==> config.mk <==
export PLATFORM = sky130hd
export DESIGN_NAME = ising_ground_state_engine
export DESIGN_NICKNAME = d
export VERILOG_FILES = /design/src/design/ige_pkg.sv /design/src/design/ige_coupling_mem.sv /design/src/design/ige_seq.sv /design/src/design/ising_ground_state_engine.sv
export SDC_FILE = /design/constraint.sdc
export NUM_CORES = 1
export LEC_CHECK = 0
export BUFFER_PORTS_ARGS = -buffer_cell sky130_fd_sc_hd__buf_2
export CORE_MARGIN = 3
export CORE_UTILIZATION = 55
export CTS_CLUSTER_SIZE = 10
export DETAILED_ROUTE_END_ITERATION = 8
export GPL_TIMING_DRIVEN = 0
export PLACE_DENSITY = 0.8
export SYNTH_ARGS = -nofsm -noshare
export SYNTH_HDL_FRONTEND = slang
export SYNTH_SLANG_ARGS = --single-unit
==> constraint.sdc <==
create_clock -name clk -period 5.1 [get_ports clk]
set_input_delay 0 -clock clk [delete_from_list [all_inputs] [get_ports clk]]
set_output_delay 0 -clock clk [all_outputs]
set_load 0.01 [all_outputs]
==> src/design/ige_pkg.sv <==
// Shared types and constants for the Ising ground-state engine.
package ige_pkg;

  typedef enum logic [1:0] {
    CMD_WRITE  = 2'd0,
    CMD_EVAL   = 2'd1,
    CMD_SEARCH = 2'd2,
    CMD_REFINE = 2'd3
  } cmd_t;

  typedef enum logic [1:0] {
    S_IDLE,
    S_RUN,
    S_HOLD
  } state_t;

  localparam int ENERGY_W   = 13;
  localparam int SPIN_OUT_W = 8;
  localparam int COUPLING_W = 8;
  localparam int INDEX_W    = 3;
  localparam int PASS_W     = 16;

  localparam logic [PASS_W-1:0]          PASS_RESET = 16'd5000;
  localparam logic signed [ENERGY_W-1:0] ENERGY_MAX = 13'h0FFF;
  localparam logic signed [ENERGY_W-1:0] ENERGY_MIN = 13'h1000;

  typedef struct packed {
    logic                       valid;
    logic signed [ENERGY_W-1:0] energy;
    logic [SPIN_OUT_W-1:0]      spins;
  } result_t;

endpackage

==> src/design/ige_coupling_mem.sv <==
// Coupling store: one entry per ordered pair address, valid bits clear on reset.
module ige_coupling_mem #(
  parameter int ADDR_W = 6
) (
  input  logic                                  clk,
  input  logic                                  rst,
  input  logic                                  wen,
  input  logic [ADDR_W-1:0]                     waddr,
  input  logic signed [ige_pkg::COUPLING_W-1:0] wdata,
  input  logic [ADDR_W-1:0]                     raddr,
  output logic signed [ige_pkg::COUPLING_W-1:0] rdata
);

  localparam int DEPTH = 1 << ADDR_W;

  logic signed [ige_pkg::COUPLING_W-1:0] mem [DEPTH];
  logic [DEPTH-1:0]                      valid;
  logic signed [ige_pkg::COUPLING_W-1:0] mem_q;
  logic                                  valid_q;

  always_ff @(posedge clk) begin
    if (wen) begin
      mem[waddr] <= wdata;
    end
    mem_q <= mem[raddr];
  end

  always_ff @(posedge clk) begin
    if (rst) begin
      valid   <= '0;
      valid_q <= 1'b0;
    end else begin
      if (wen) begin
        valid[waddr] <= 1'b1;
      end
      valid_q <= valid[raddr];
    end
  end

  assign rdata = valid_q ? mem_q : '0;

endmodule

==> src/design/ige_seq.sv <==
// Pair-walk sequencer: energy accumulation, exhaustive search and greedy refinement.
module ige_seq #(
  parameter int SPIN_COUNT = 8
) (
  input  logic                                  clk,
  input  logic                                  rst,
  input  logic                                  start,
  input  ige_pkg::cmd_t                         start_cmd,
  input  logic [SPIN_COUNT-1:0]                 start_spins,
  input  logic [ige_pkg::PASS_W-1:0]            max_passes,
  output logic [2*$clog2(SPIN_COUNT)-1:0]       raddr,
  input  logic signed [ige_pkg::COUPLING_W-1:0] rdata,
  output ige_pkg::result_t                      res,
  input  logic                                  res_ready,
  output logic                                  idle
);

  localparam int IDX_W   = $clog2(SPIN_COUNT);
  localparam int PAIRS   = SPIN_COUNT * (SPIN_COUNT - 1) / 2;
  localparam int ACC_RAW = $clog2(128 * PAIRS + 1) + 1;
  localparam int ACC_W   = (ACC_RAW > ige_pkg::ENERGY_W) ? ACC_RAW : ige_pkg::ENERGY_W;
  localparam int SW      = (SPIN_COUNT > ige_pkg::SPIN_OUT_W) ? SPIN_COUNT : ige_pkg::SPIN_OUT_W;

  localparam logic [IDX_W-1:0] I_LAST = IDX_W'(SPIN_COUNT - 2);
  localparam logic [IDX_W-1:0] J_LAST = IDX_W'(SPIN_COUNT - 1);

  localparam logic signed [ACC_W-1:0] SAT_MAX = ACC_W'(ige_pkg::ENERGY_MAX);
  localparam logic signed [ACC_W-1:0] SAT_MIN = ACC_W'(ige_pkg::ENERGY_MIN);

  ige_pkg::state_t state, state_next;

  logic                                  searching, searching_next;
  logic                                  refining, refining_next;
  logic                                  issuing, issuing_next;
  logic [IDX_W-1:0]                      i_ptr, i_ptr_next;
  logic [IDX_W-1:0]                      j_ptr, j_ptr_next;
  logic                                  d_valid, d_valid_next;
  logic [IDX_W-1:0]                      d_i, d_i_next;
  logic [IDX_W-1:0]                      d_j, d_j_next;
  logic                                  d_last, d_last_next;
  logic [SPIN_COUNT-1:0]                 spins, spins_next;
  logic signed [ACC_W-1:0]               acc, acc_next;
  logic signed [ACC_W-1:0]               best, best_next;
  logic [ige_pkg::PASS_W-1:0]            passes, passes_next;
  logic                                  flipped, flipped_next;
  logic signed [ige_pkg::ENERGY_W-1:0]   res_energy, res_energy_next;
  logic [ige_pkg::SPIN_OUT_W-1:0]        res_spins, res_spins_next;

  logic                                  pair_last;
  logic                                  same;
  logic                                  flip_cond;
  logic signed [ACC_W-1:0]               c_ext;
  logic signed [ACC_W-1:0]               acc_upd;
  logic signed [ACC_W-1:0]               best_cand;
  logic signed [ACC_W-1:0]               sat_in;
  logic signed [ige_pkg::ENERGY_W-1:0]   sat_out;
  logic [ige_pkg::PASS_W-1:0]            pass_inc;
  logic [SW-1:0]                         spins_wide;

  assign raddr      = {i_ptr, j_ptr};
  assign pair_last  = (i_ptr == I_LAST) && (j_ptr == J_LAST);
  assign same       = spins[d_i] == spins[d_j];
  assign c_ext      = ACC_W'(rdata);
  assign acc_upd    = same ? (acc - c_ext) : (acc + c_ext);
  assign best_cand  = ((spins == '0) || (acc_upd < best)) ? acc_upd : best;
  assign sat_in     = searching ? best_cand : acc_upd;
  assign flip_cond  = ((rdata > 0) && !same) || ((rdata < 0) && same);
  assign pass_inc   = passes + 1'b1;
  assign spins_wide = SW'(spins);

  always_comb begin
    if (sat_in > SAT_MAX) begin
      sat_out = ige_pkg::ENERGY_MAX;
    end else if (sat_in < SAT_MIN) begin
      sat_out = ige_pkg::ENERGY_MIN;
    end else begin
      sat_out = sat_in[ige_pkg::ENERGY_W-1:0];
    end
  end

  always_comb begin
    state_next      = state;
    searching_next  = searching;
    refining_next   = refining;
    issuing_next    = issuing;
    i_ptr_next      = i_ptr;
    j_ptr_next      = j_ptr;
    d_valid_next    = 1'b0;
    d_i_next        = i_ptr;
    d_j_next        = j_ptr;
    d_last_next     = pair_last;
    spins_next      = spins;
    acc_next        = acc;
    best_next       = best;
    passes_next     = passes;
    flipped_next    = flipped;
    res_energy_next = res_energy;
    res_spins_next  = res_spins;

    if (issuing) begin
      d_valid_next = 1'b1;
      if (pair_last) begin
        issuing_next = 1'b0;
      end else if (j_ptr == J_LAST) begin
        i_ptr_next = i_ptr + 1'b1;
        j_ptr_next = i_ptr + IDX_W'(2);
      end else begin
        j_ptr_next = j_ptr + 1'b1;
      end
    end

    unique case (state)
      ige_pkg::S_IDLE: begin
        if (start) begin
          state_next   = ige_pkg::S_RUN;
          issuing_next = 1'b1;
          i_ptr_next   = '0;
          j_ptr_next   = IDX_W'(1);
          acc_next     = '0;
          passes_next  = '0;
          flipped_next = 1'b0;
          unique case (start_cmd)
            ige_pkg::CMD_SEARCH: begin
              searching_next = 1'b1;
              refining_next  = 1'b0;
              spins_next     = '0;
            end
            ige_pkg::CMD_REFINE: begin
              searching_next = 1'b0;
              refining_next  = max_passes != '0;
              spins_next     = start_spins;
            end
            ige_pkg::CMD_EVAL, ige_pkg::CMD_WRITE: begin
              searching_next = 1'b0;
              refining_next  = 1'b0;
              spins_next     = start_spins;
            end
          endcase
        end
      end
      ige_pkg::S_RUN: begin
        if (d_valid) begin
          if (refining) begin
            if (flip_cond) begin
              spins_next[d_i] = ~spins[d_i];
            end
            flipped_next = flipped | flip_cond;
            if (d_last) begin
              passes_next  = pass_inc;
              issuing_next = 1'b1;
              i_ptr_next   = '0;
              j_ptr_next   = IDX_W'(1);
              flipped_next = 1'b0;
              if (!(flipped | flip_cond) || (pass_inc == max_passes)) begin
                refining_next = 1'b0;
                acc_next      = '0;
              end
            end
          end else begin
            acc_next = acc_upd;
            if (d_last) begin
              if (searching) begin
                best_next = best_cand;
                if (spins == '1) begin
                  res_energy_next = sat_out;
                  res_spins_next  = '0;
                  state_next      = ige_pkg::S_HOLD;
                end else begin
                  spins_next   = spins + 1'b1;
                  acc_next     = '0;
                  issuing_next = 1'b1;
                  i_ptr_next   = '0;
                  j_ptr_next   = IDX_W'(1);
                end
              end else begin
                res_energy_next = sat_out;
                res_spins_next  = spins_wide[ige_pkg::SPIN_OUT_W-1:0];
                state_next      = ige_pkg::S_HOLD;
              end
            end
          end
        end
      end
      ige_pkg::S_HOLD: begin
        if (res_ready) begin
          state_next = ige_pkg::S_IDLE;
        end
      end
      default: begin
        state_next = ige_pkg::S_IDLE;
      end
    endcase
  end

  always_ff @(posedge clk) begin
    if (rst) begin
      state   <= ige_pkg::S_IDLE;
      issuing <= 1'b0;
      d_valid <= 1'b0;
    end else begin
      state   <= state_next;
      issuing <= issuing_next;
      d_valid <= d_valid_next;
    end
  end

  always_ff @(posedge clk) begin
    searching  <= searching_next;
    refining   <= refining_next;
    i_ptr      <= i_ptr_next;
    j_ptr      <= j_ptr_next;
    d_i        <= d_i_next;
    d_j        <= d_j_next;
    d_last     <= d_last_next;
    spins      <= spins_next;
    acc        <= acc_next;
    best       <= best_next;
    passes     <= passes_next;
    flipped    <= flipped_next;
    res_energy <= res_energy_next;
    res_spins  <= res_spins_next;
  end

  assign idle       = state == ige_pkg::S_IDLE;
  assign res.valid  = state == ige_pkg::S_HOLD;
  assign res.energy = res_energy;
  assign res.spins  = res_spins;

endmodule

==> src/design/ising_ground_state_engine.sv <==
// Top level of the Ising ground-state engine: ports, pass-limit register, output word.
//
//   channel  | handshake            | word
//   ---------+----------------------+-------------------------------------------------------
//   input    | in_valid / in_ready  | command, first_index, second_index, coupling_value,
//            |                      | spin_vector
//   output   | out_valid/out_ready  | energy, result_spins
//   config   | cfg_wen              | cfg_wdata (max_passes)
//
// P = SPIN_COUNT*(SPIN_COUNT-1)/2 pairs; the coupling store delivers one pair per cycle.
// A write is stored as it is accepted; evaluate walks the P pairs once; search walks them for
// each of the 2^SPIN_COUNT spin vectors; refine walks them once per pass, then once more to evaluate.
// Reset clears the coupling store valid bits at once and loads max_passes with 5000.
// One input word is in flight at a time; a finished result waits in the output register
// while the next input word is taken.
module ising_ground_state_engine #(
  parameter int SPIN_COUNT = 8
) (
  input  logic                                     clk,
  input  logic                                     rst,
  input  logic                                     in_valid,
  output logic                                     in_ready,
  input  logic [1:0]                               command,
  input  logic [ige_pkg::INDEX_W-1:0]              first_index,
  input  logic [ige_pkg::INDEX_W-1:0]              second_index,
  input  logic signed [ige_pkg::COUPLING_W-1:0]    coupling_value,
  input  logic [ige_pkg::SPIN_OUT_W-1:0]           spin_vector,
  output logic                                     out_valid,
  input  logic                                     out_ready,
  output logic signed [ige_pkg::ENERGY_W-1:0]      energy,
  output logic [ige_pkg::SPIN_OUT_W-1:0]           result_spins,
  input  logic                                     cfg_wen,
  input  logic [ige_pkg::PASS_W-1:0]               cfg_wdata
);

  localparam int IDX_W  = $clog2(SPIN_COUNT);
  localparam int ADDR_W = 2 * IDX_W;
  localparam int SW     = (SPIN_COUNT > ige_pkg::SPIN_OUT_W) ? SPIN_COUNT : ige_pkg::SPIN_OUT_W;

  logic [ige_pkg::PASS_W-1:0]            max_passes;
  ige_pkg::cmd_t                         cmd;
  logic                                  accept;
  logic                                  pair_ok;
  logic [31:0]                           a_ext;
  logic [31:0]                           b_ext;
  logic [IDX_W-1:0]                      a_idx;
  logic [IDX_W-1:0]                      b_idx;
  logic                                  wen;
  logic [ADDR_W-1:0]                     waddr;
  logic [ADDR_W-1:0]                     raddr;
  logic signed [ige_pkg::COUPLING_W-1:0] rdata;
  logic [SW-1:0]                         vin_wide;
  ige_pkg::result_t                      res;
  logic                                  res_ready;
  logic                                  idle;
  logic                                  out_valid_next;

  assign cmd      = ige_pkg::cmd_t'(command);
  assign accept   = in_valid && in_ready;
  assign a_ext    = 32'(first_index);
  assign b_ext    = 32'(second_index);
  assign a_idx    = a_ext[IDX_W-1:0];
  assign b_idx    = b_ext[IDX_W-1:0];
  assign pair_ok  = (first_index != second_index) && (a_ext < SPIN_COUNT) && (b_ext < SPIN_COUNT);
  assign wen      = accept && (cmd == ige_pkg::CMD_WRITE) && pair_ok;
  assign waddr    = (a_idx < b_idx) ? {a_idx, b_idx} : {b_idx, a_idx};
  assign vin_wide = SW'(spin_vector);
  assign in_ready = idle;

  ige_coupling_mem #(
    .ADDR_W (ADDR_W)
  ) u_mem (
    .clk   (clk),
    .rst   (rst),
    .wen   (wen),
    .waddr (waddr),
    .wdata (coupling_value),
    .raddr (raddr),
    .rdata (rdata)
  );

  ige_seq #(
    .SPIN_COUNT (SPIN_COUNT)
  ) u_seq (
    .clk         (clk),
    .rst         (rst),
    .start       (accept && (cmd != ige_pkg::CMD_WRITE)),
    .start_cmd   (cmd),
    .start_spins (vin_wide[SPIN_COUNT-1:0]),
    .max_passes  (max_passes),
    .raddr       (raddr),
    .rdata       (rdata),
    .res         (res),
    .res_ready   (res_ready),
    .idle        (idle)
  );

  assign res_ready = !out_valid || out_ready;

  always_comb begin
    out_valid_next = out_valid;
    if (out_valid && out_ready) begin
      out_valid_next = 1'b0;
    end
    if (res.valid && res_ready) begin
      out_valid_next = 1'b1;
    end
  end

  always_ff @(posedge clk) begin
    if (rst) begin
      max_passes <= ige_pkg::PASS_RESET;
      out_valid  <= 1'b0;
    end else begin
      if (cfg_wen) begin
        max_passes <= cfg_wdata;
      end
      out_valid <= out_valid_next;
    end
  end

  always_ff @(posedge clk) begin
    if (res.valid && res_ready) begin
      energy       <= res.energy;
      result_spins <= res.spins;
    end
  end

endmodule
# ---- After elaboration in Yosys (flattened, before gate mapping)
# Memory sizes are Yosys's and may differ from the RTL's. A register that Yosys moved wholly into a read port is not among the register bits.
# Cells that the tools add are included.
dict set report word_totals {
  regBits 194
  latch_bits 0
  ram_bits 512
  romBits 0
  output_inout_bits 23
  n_memories 1
}
dict set report classes {
  addsub 7
  n_mul 0
  n_div 0
  n_lt_le_gt_ge 14
  eq_ne 25
  shift 0
  muxes 103
  n_bitwise 4
  reduce_logical 38
}
# name words word_bits rd rd_clocked_by_memory_dff wr line
set memory_table {}
lappend memory_table {u_mem.mem 64 8 1 1 1 ige_coupling_mem.sv:16} ;# logic signed [ige_pkg::COUPLING_W-1:0] mem [DEPTH];
# op n
set ops {}
lappend ops {{two-way mux 13 bit} 15}
lappend ops {{two-way mux 8 bit} 10}
lappend ops {{two-way mux 16 bit} 4}
lappend ops {{bitwise OR 64 bit} 1}
lappend ops {{two-way mux 3 bit} 20}
lappend ops {{one-hot mux 16 bit (2 select lines)} 1}
lappend ops {{one-hot mux 8 bit (2 select lines)} 2}
lappend ops {{two-way mux 1 bit} 28}
lappend ops {{one-hot mux 13 bit (2 select lines)} 1}
lappend ops {{AND reduction 5 bit} 4}
lappend ops {{adder 16 x 1 -> 16 bit (second input constant)} 1}
lappend ops {{== test 16 bit} 1}
lappend ops {{< comparator 3 x 4 -> 1 bit (second input constant)} 4}
lappend ops {{nonzero test 16 bit} 1}
lappend ops {{< comparator 6 x 7 -> 1 bit (second input constant)} 2}
lappend ops {{two-way mux 2 bit} 7}
lappend ops {{adder 13 x 8 -> 13 bit} 1}
lappend ops {{> comparator 13 bit (second input constant)} 1}
lappend ops {{logical AND 1 bit} 13}
lappend ops {{< comparator 13 bit} 1}
lappend ops {{< comparator 13 bit (second input constant)} 1}
lappend ops {{subtractor 13 x 8 -> 13 bit} 1}
lappend ops {{inequality test 3 bit (second input constant)} 4}
lappend ops {{one-hot mux 3 bit (2 select lines)} 2}
lappend ops {{other kinds (39)} 65}

# ---- Longest topological paths before layout
# Gate-level depths: netlist of run 1.
dict set report depth {
  word_depth 14
  depth_mapped 25
  ltp_nobuf 22
}

# ---- Hierarchy
# A second synthesis of run 1 with hierarchy kept.
dict set report hier_totals {
  cells_unflattened 1831
  hier_area_um2 29624.7
}
# mod instances cells_per_inst area_per_inst_um2
set by_module_without_submodules {}
lappend by_module_without_submodules {ige_coupling_mem 1 1174 22457.8}
lappend by_module_without_submodules {ige_seq 1 557 5731.7}
lappend by_module_without_submodules {ising_ground_state_engine 1 100 1435.1}

# ---- Worst setup path after synthesis of run 1
# Ideal clock, no wire load.
dict set report synth_path {
  path_type {register to register}
  startpoint {register u_seq.d_i[2]}
  endpoint {register u_seq.res_energy[11] (netlist name), data pin}
  setup_ns 0.262
  arrival_ns 5.395
  t_required_ns 4.838
  slack_ns -0.557
  path_stages_with_launch 25
  period_less_slack_ns 5.657
  cell_sequence {dfxtp_1 -> buf_2 -> mux4_2 -> mux2i_4 -> xnor2_2 -> clkbuf_1 -> a31oi_1 -> fa_1 -> a21o_1 -> a211oi_1 -> o21ai_1 -> a31o_1 -> a21oi_1 -> xor2_1 -> inv_1 -> ha_1 -> a21oi_1 -> o21a_1 -> o21ai_0 -> a21oi_1 -> mux2i_1 -> or2_1 -> clkbuf_1 -> buf_2 -> mux2_1}
}
dict set report synth_between {
  elab_chain_cells 13
  word_cells_on_any_way 14
  cone_classes {order compare (3); eq/ne (1); mux (9); reduce/logical (1)}
}
# item line
set synth_rtl {}
lappend synth_rtl {{start: declaration} ige_seq.sv:38} ;# logic [IDX_W-1:0] d_i, d_i_next;
lappend synth_rtl {{start signal: assignment} ige_seq.sv:212} ;# d_i <= d_i_next;
lappend synth_rtl {{binary-select mux 1 bit (select 3 bit) (*)} ige_seq.sv:62} ;# assign same = spins[d_i] == spins[d_j];
lappend synth_rtl {{two-way mux 1 bit (not written as such) (*)} ige_seq.sv:62}
lappend synth_rtl {{== test 1 bit (*)} ige_seq.sv:62}
lappend synth_rtl {{two-way mux 13 bit (*)} ige_seq.sv:64} ;# assign acc_upd = same ? (acc - c_ext) : (acc + c_ext);
lappend synth_rtl {{< comparator 13 bit} ige_seq.sv:65} ;# assign best_cand = ((spins == '0) || (acc_upd < best)) ? acc_upd : best;
lappend synth_rtl {{logical OR 1 bit} ige_seq.sv:65}
lappend synth_rtl {{two-way mux 13 bit} ige_seq.sv:65}
lappend synth_rtl {{two-way mux 13 bit (*)} ige_seq.sv:66} ;# assign sat_in = searching ? best_cand : acc_upd;
lappend synth_rtl {{< comparator 13 bit} ige_seq.sv:74} ;# end else if (sat_in < SAT_MIN) begin
lappend synth_rtl {{two-way mux 13 bit} ige_seq.sv:74}
lappend synth_rtl {{two-way mux 13 bit (*)} ige_seq.sv:72} ;# if (sat_in > SAT_MAX) begin
lappend synth_rtl {{two-way mux 13 bit} ige_seq.sv:164} ;# if (spins == '1) begin
lappend synth_rtl {{two-way mux 13 bit (*)} ige_seq.sv:162} ;# if (searching) begin
lappend synth_rtl {{end signal: assignment} ige_seq.sv:220} ;# res_energy <= res_energy_next;
lappend synth_rtl {{end: declaration} ige_seq.sv:46} ;# logic signed [ige_pkg::ENERGY_W-1:0] res_energy, res_energy_next;
# Mark *: on every way between the ends. The rest lies on a longest branch, timed or not. The select of a mux whose other input is x is not followed.
# A chain may end at the register's enable or synchronous reset.

# ---- Final worst setup path of run 1
dict set report layout_path {
  startpoint {register u_seq.spins[1]}
  endpoint {register u_seq.res_energy[9] (netlist name), data pin}
}
dict set report layout_between {
  elab_chain_cells 13
  word_cells_on_any_way 17
  cone_classes {order compare (3); eq/ne (1); mux (11); reduce/logical (2)}
}
# item line
set layout_rtl {}
lappend layout_rtl {{start: declaration} ige_seq.sv:41} ;# logic [SPIN_COUNT-1:0] spins, spins_next;
lappend layout_rtl {{start signal: assignment} ige_seq.sv:215} ;# spins <= spins_next;
lappend layout_rtl {{binary-select mux 1 bit (select 3 bit)} ige_seq.sv:62}
lappend layout_rtl {{two-way mux 1 bit (not written as such)} ige_seq.sv:62}
lappend layout_rtl {{== test 1 bit} ige_seq.sv:62}
lappend layout_rtl {{two-way mux 13 bit} ige_seq.sv:64}
lappend layout_rtl {{< comparator 13 bit} ige_seq.sv:65}
lappend layout_rtl {{logical OR 1 bit} ige_seq.sv:65}
lappend layout_rtl {{two-way mux 13 bit} ige_seq.sv:65}
lappend layout_rtl {{two-way mux 13 bit (*)} ige_seq.sv:66}
lappend layout_rtl {{< comparator 13 bit} ige_seq.sv:74}
lappend layout_rtl {{two-way mux 13 bit} ige_seq.sv:74}
lappend layout_rtl {{two-way mux 13 bit (*)} ige_seq.sv:72}
lappend layout_rtl {{two-way mux 13 bit} ige_seq.sv:164}
lappend layout_rtl {{two-way mux 13 bit (*)} ige_seq.sv:162}
# Marked as above.

==> results.toml, run 1 <==
[run_status]
status = "complete, but fails checks"
violations = "setup timing"

[cts]
cts_made_buffers = 81
tritoncts = "done"
root_buffer = "clkbuf_16"
cts.sinks = 714
clk_pin_slew_worst_paths_ps = 60
clock_latency_ps = 630
h-tree-depth = 3
cts_buffer_depth = 3

[hold_path]
min_path_type = "in2reg"

[global_routing]
grt_max_degree = 65
grt_pass1_vias = 17650
gr-max-usage-layer = "met2"
grt.overflow.total = 0
grt_use_met2_pct = 43.35
grt_pass1_wl_um = 108000
antenna_found_initial = 2
grt.met3_usage_pct = 5.132
grtUsageMet1_pct = 33.39
grt_usage_pct = 25.56

[floorplan]
die_w_um = 238.1
die_height_um = 238.1
fp.coreArea_sq_um = 52970
rows = 84
io_pins = 68
initial_utilization_pct = 55.95
die_area_sq_um = 56710

[place]
port_buffers = 66
routabilityCongestion = 0.9220
dp_cells = 2511
dp_slack_ps = -631.4
hpwl_um = 43840

[synth]
ys_warn_count = 0
ys_ff_latch = 714
syn_nets = 1839
syn_area_per_cell_sq_um = 16.89
synth_cell_types = 63
synth_top_cell_area_share_pct = 61.50
synth_edf_count = 607
synth_most_common_cell = "edfxtp_1"
async_flop_share_pct = 0
yosysTopAreaCell = "edfxtp_1"
synth_area_leaders = "edfxtp_1 61%, mux4_2 15%, dfxtp_1 7.2%, nor2_1 2.5%, ha_1 1.6%"
syn_inst = 1755
seq_area_frac_synth_pct = 68.73
synth_flop_cell = "edfxtp_1"
synth_area_sq_um = 29640
netlist_top_cells_count = "607 x edfxtp_1, 194 x nor2_1, 193 x mux4_2"

[sta]
rsz0062_at_grt = "true"
finalSetupTns_ps = -1313
finClkSkew_ps = 17.18
fin_crit_ps = 5199
period_share_pct = 101.9
setup_violations = 19
drv_slew = 0
slew_headroom_pct = 10.94
hold_violations = 0
worst_slack_ps = -98.81
max_clock_freq_ghz = 0.1924
tightest_slew_ps = 1331

[finish]
fin_cells = 2702
final_net_count = 2069
fill_cells = 3463
syn2layout_area_growth_pct = 15.14
drive_above_1_share_pct = 23.20

[setup_path]
path_buf_inv = 1
critPathKind = "reg2reg"
required_ps = 5470
crit_chain = "mux4_2 > mux2i_4 > xnor2_4 > nor2_1 > nor2_1 > a31oi_1 > o21ai_2 > ha_2 > o21ai_4 > nor2b_4 > a211oi_2 > or4b_4 > nand3_2 > ha_1 > nand4_1 > nor3_2 > a21oi_2 > mux2i_1 > or2_4 > buf_8 > mux2_4"
slowest_delay_ps = 550
cp_slowest_cell = "mux4_2"
worstSetupEndpointType = "flop"
path_max_fanout = 6
crit_top_cell = "nor2_1"
crit_family = "simple AND/OR/NAND/NOR gates"
start_kind = "flop"
critical_path_arrival_ps = 5570

[routing]
post_drt_wl_per_cell_um = 26.62
via_per_inst = 6.413
drc_errors = 0
drt_iter0_drc = 2105
antenna_left = 0
firstDrtPassIters = 8
vias = 17330
wl_um = 71930

[job]
max-cap-violations = 0

[power]
leakage_uw = 0.01146
power_density_nw_per_um2 = 405.5
max-vdd-ir-drop_v = 0.0003369
-- repair_timing --
action | 4_1_cts | 5_1_grt
setup buffers | 23 | 13
hold endpoints to repair | 47 | 0
gates cloned | 0 | 0
setup endpoints to repair | 26 | 26
pin swaps | 15 | 18
resized for setup | 30 | 31
hold buffers | 45 | 0
-- placed cells by master (no fill, tap or decap), drive strengths merged, types with 8 or more instances in the layout --
| master | n |
|---|---|
| nor3 | 17 |
| mux2 | 17 |
| nand2 | 44 |
| nand2b | 8 |
| nor2 | 194 |
| or3 | 13 |
| buf | 128 |
| o21ai | 27 |
| xor2 | 16 |
| a21oi | 86 |
| inv | 51 |
| and2 | 10 |
| ha | 38 |
| nand4 | 11 |
| xnor2 | 34 |
| nor2b | 30 |
| dlygate4sd3 | 45 |
| o21ba | 9 |
| nand3 | 27 |
| edfxtp | 607 |
| mux4 | 193 |
| clkbuf | 176 |
| dfxtp | 107 |
| and3 | 14 |
| a31oi | 8 |
| mux2i | 27 |
| nor4 | 11 |
-- worst register-to-register path, delay by kind of cell, from the launching register on --
family / cells / cell delay [ps]
adders and majority gates: 2 / 560
muxes: 4 / 1340
buffers and inverters: 1 / 130
AOI/OAI and AO/OA: 5 / 730
DFF: 1 / 490
and+or+nand+nor: 8 / 1570
xor gates and xnor gates: 1 / 140
-- final timing paths --
path	startpoint	end	slack, ps	depth (start not counted)
setup / recovery	u_seq.spins[1]	u_seq.res_energy[9]	-100	21
hold / removal	cfg_wdata[8]	max_passes[8]	140	3
setup reg to reg	u_seq.spins[1]	u_seq.res_energy[9]	-100	21
hold reg to reg	u_seq.d_i_next[2]	u_seq.d_i[2]	350	0
-- report_power, final --
part	total [uW]	internal (uW)	switching, uW
Clock	5150	2940	2200
Sequential	6520	6440	81.0
Combinational	2170	993	1180
Total	13800	10400	3460
-- registers in the layout (all words and copies together), names as in the netlist, 2 cells and up --
signal and cells:
u_mem.mem 512, u_mem.valid 64, max_passes 16, u_seq.passes 16
energy 13, u_seq.acc 13, u_seq.best 13, u_seq.res_energy 13
result_spins 8, u_mem.mem_q 8, u_seq.res_spins 8, u_seq.spins 8
u_seq.d_i 3, u_seq.d_i_next 3, u_seq.d_j 3, u_seq.d_j_next 3
u_seq.state 2
-- area by class of cell --
| class | count | area (sq um) | area share, % |
|---|---|---|---|
| timing repair buffer | 149 | 1081 | 3.168 |
| multi-input combinational | 898 | 8984 | 26.32 |
| inverter | 47 | 176.4 | 0.5170 |
| antenna | 1 | 2.502 | 0.007333 |
| sequential | 714 | 20370 | 59.69 |
| clock inverter | 5 | 72.57 | 0.2126 |
| tap | 688 | 860.8 | 2.522 |
| buffer | 94 | 416.7 | 1.221 |
| clock buffer | 106 | 2163 | 6.339 |
-- through the flow --
step / cell area [sq um] / hold WS (ps) / util, % / total power, uW
after floorplan: 29680 / 98.87 / - / 7923
after detailed placement: 30910 / 228.9 / 58.35 / 8544
final: 34130 / 135.1 / 64.43 / 13840
after global placement: 30880 / 214.9 / 58.29 / 8485
after CTS: 33900 / 110.0 / 63.99 / 13800
after global routing: 34120 / 154.7 / 64.42 / 14220
-- cell families (layout without fill, tap and decap cells) --
group / count (synthesis) / in the layout / share of synthesized area, %
DFF: 714 / 714 / 68.73
adders and majority gates: 39 / 39 / 1.672
and+or+nand+nor: 393 / 393 / 6.164
AOI/OAI and AO/OA: 179 / 179 / 3.749
muxes: 237 / 237 / 16.28
other: 0 / 1 / 0
buffers and inverters: 143 / 401 / 1.883
xor gates and xnor gates: 50 / 50 / 1.528
-- metal layers --
metal / part of all wire, % / vias up
met5: 0.018 / -
met4: 3.5 / 2
met3: 9.3 / 187
met2: 50 / 1047
met1: 37 / 8776
li1: - / 7316
(Power assumes the default switching activity.)
==> inputs of run 2 (changes only) <==
- ABC_AREA: unset -> 1
==> results.toml, run 2 <==
[run_status]
status = "complete, but fails checks"
violations = "capacitance limit, slew limit"

[job]
max-cap-violations = 1

[synth]
syn_area_per_cell_sq_um = 11.03
syn_inst = 2775
yosysTopAreaCell = "edfxtp_1"
synth_most_common_cell = "edfxtp_1"
seq_area_frac_synth_pct = 66.55
ys_ff_latch = 714
synth_area_leaders = "edfxtp_1 60%, dfxtp_1 7.0%, nor2_1 5.5%, o21ai_0 5.2%, nand2_1 4.3%"
synth_flop_cell = "edfxtp_1"
synth_edf_count = 607
ys_warn_count = 0
syn_nets = 2859
synth_cell_types = 50
synth_top_cell_area_share_pct = 59.55
synth_area_sq_um = 30610
async_flop_share_pct = 0
netlist_top_cells_count = "607 x edfxtp_1, 445 x nor2_1, 349 x nand2_1"

[sta]
max_clock_freq_ghz = 0.2059
hold_violations = 0
setup_violations = 0
fin_crit_ps = 4857
hold_ws_ps = 24.16
slew_headroom_pct = -0.5248
period_share_pct = 95.24
finClkSkew_ps = 37.75
tightest_slew_ps = 1502
drv_slew = 10

[routing]
firstDrtPassIters = 9
drt_iter0_drc = 3955
drc_errors = 0
via_per_inst = 6.452
post_drt_wl_per_cell_um = 28.09
antenna_left = 0
wl_um = 105800
vias = 24300

[finish]
regArea_sq_um = 20370
final_cell_mix = "607 x edfxtp_1, 444 x nor2_1, 347 x nand2_1"
post-route-cell-area_sq_um = 34850
final_common_cell = "edfxtp_1"
regMostFlops = "u_mem.mem"
fill_cells = 4165
drive_above_1_share_pct = 9.752
fin_cells = 3766
largest_reg_flops = 512
syn2layout_area_growth_pct = 13.87
top_regs = "u_mem.mem: 512 flops, u_mem.valid: 64 flops"
multi_input_area_sq_um = 8901
final_net_count = 3065

[place]
dp_cells = 3583
placed_area_sq_um = 31910
hpwl_um = 69480
routabilityCongestion = 1.015
port_buffers = 66

[setup_path]
endpoint = "u_seq.res_energy[10]"
cp_slowest_cell = "edfxtp_1"
cp.depth = 28
reg2regPathDepth = 28
reg2reg_setup_slack_ps = 240
r2r-start = "u_seq.spins[2]"
critical_path_arrival_ps = 5230
path_buf_inv = 4
slowest_delay_ps = 520
setup.worst_path.start = "u_seq.spins[2]"
rr_endpoint = "u_seq.res_energy[10]"
path_max_fanout = 10
crit_family = "compound AO/OA/AOI/OAI gates"
worstSetupEndpointType = "flop"
required_ps = 5480
critPathKind = "reg2reg"
start_kind = "flop"
crit_top_cell = "nand2_1"

[floorplan]
die_w_um = 241.9
die_area_sq_um = 58520
die_height_um = 241.9
fp.coreArea_sq_um = 54450
io_pins = 68
rows = 85
initial_utilization_pct = 56.21

[hold_path]
min_from = "first_index[1]"
min_path_type = "in2reg"

[cts]
cts_buffer_depth = 3
clk_pin_slew_worst_paths_ps = 60
cts.sinks = 714
clock_latency_ps = 660
cts_made_buffers = 82
tritoncts = "done"
root_buffer = "clkbuf_16"
h-tree-depth = 3

[global_routing]
grt_pass1_vias = 23520
grt.overflow.total = 0
grt_usage_pct = 35.33
antenna_found_initial = 2
grt_pass1_wl_um = 150900
grt_max_degree = 65

[power]
p_clk_share_pct = 31.0
max-vdd-ir-drop_v = 0.0003664
power.internal_uw = 11160
leakage_uw = 0.01247
swShare_pct = 35.35
totalPowerFinal_uw = 17260
switching_power_uw = 6102
power_frac_seq_pct = 38.8
power_density_nw_per_um2 = 495.4
combPwrFrac_pct = 30.2
-- run 2: how the worst min path moves through the flow --
stage | end | slack (ps) | depth (start not counted)
floorplan | u_mem.mem[0][0] | 100 | 0
global placement | max_passes[12] | 220 | 3
detailed placement | max_passes[12] | 230 | 3
CTS | u_mem.valid[57] | 10 | 7
global route | u_mem.valid[59] | 60 | 7
finish | u_mem.valid[57] | 20 | 7
-- run 2: kinds of logic after synthesis --
| kind of cell | Yosys count | share of synthesized area [%] |
|---|---|---|
| compound gates | 639 | 12.48 |
| xor+xnor | 28 | 0.8462 |
| fa+ha+maj | 39 | 1.619 |
| buf+inv | 360 | 4.628 |
| flops | 714 | 66.55 |
| simple gates | 995 | 13.88 |
-- run 2: per-layer routing --
metal  global-route usage (%)  wire (um)
met5                        0          0
met4                    27.00       9662
met3                    8.877      13470
met2                    54.85      47270
met1                    42.64      35390
-- run 2: worst reg2reg max path, delay by kind of cell, from the launching register on --
kind | cells | cell delay, ps
flops | 1 | 520
simple gates | 13 | 1170
fa+ha+maj | 2 | 670
buf+inv | 4 | 500
compound gates | 7 | 1240
xor+xnor | 2 | 470
-- run 2: area by class of cell --
class | instances | share of cell area [%]
Tap cell | 739 | 2.653
Sequential cell | 714 | 58.45
Inverter | 215 | 2.344
Timing Repair Buffer | 122 | 2.531
Buffer | 145 | 1.738
Antenna cell | 2 | 0.01436
Multi-Input combinational cell | 1701 | 25.54
Clock inverter | 8 | 0.3770
Clock buffer | 120 | 6.358
-- run 2: metrics by stage --
stage | setup TNS, ps | worst slack [ps] | utilization [%]
after global routing | -257.4 | -51.07 | 64.00
final | 0 | 242.7 | 64.01
after floorplan | 0 | 1086 | -
after detailed placement | 0 | 100.5 | 58.61
after CTS | 0 | 57.39 | 63.80
after global placement | 0 | 353.7 | 58.51
-- run 2: power groups by stage --
stage               Clock (uW)  Sequential [uW]  Combinational (uW)
floorplan                    0             6780                3090
CTS                       5330             6690                4780
global placement             0             6810                4530
global route              5560             6700                5570
detailed placement           0             6810                4710
finish                    5360             6700                5210
-- run 2: repair_timing --
item                                    CTS  global route
hold buffers                             48             0
endpoints found under the setup margin    0            26
gates resized for setup                   0            17
setup buffers                             0             5
endpoints found under the hold margin    37             0
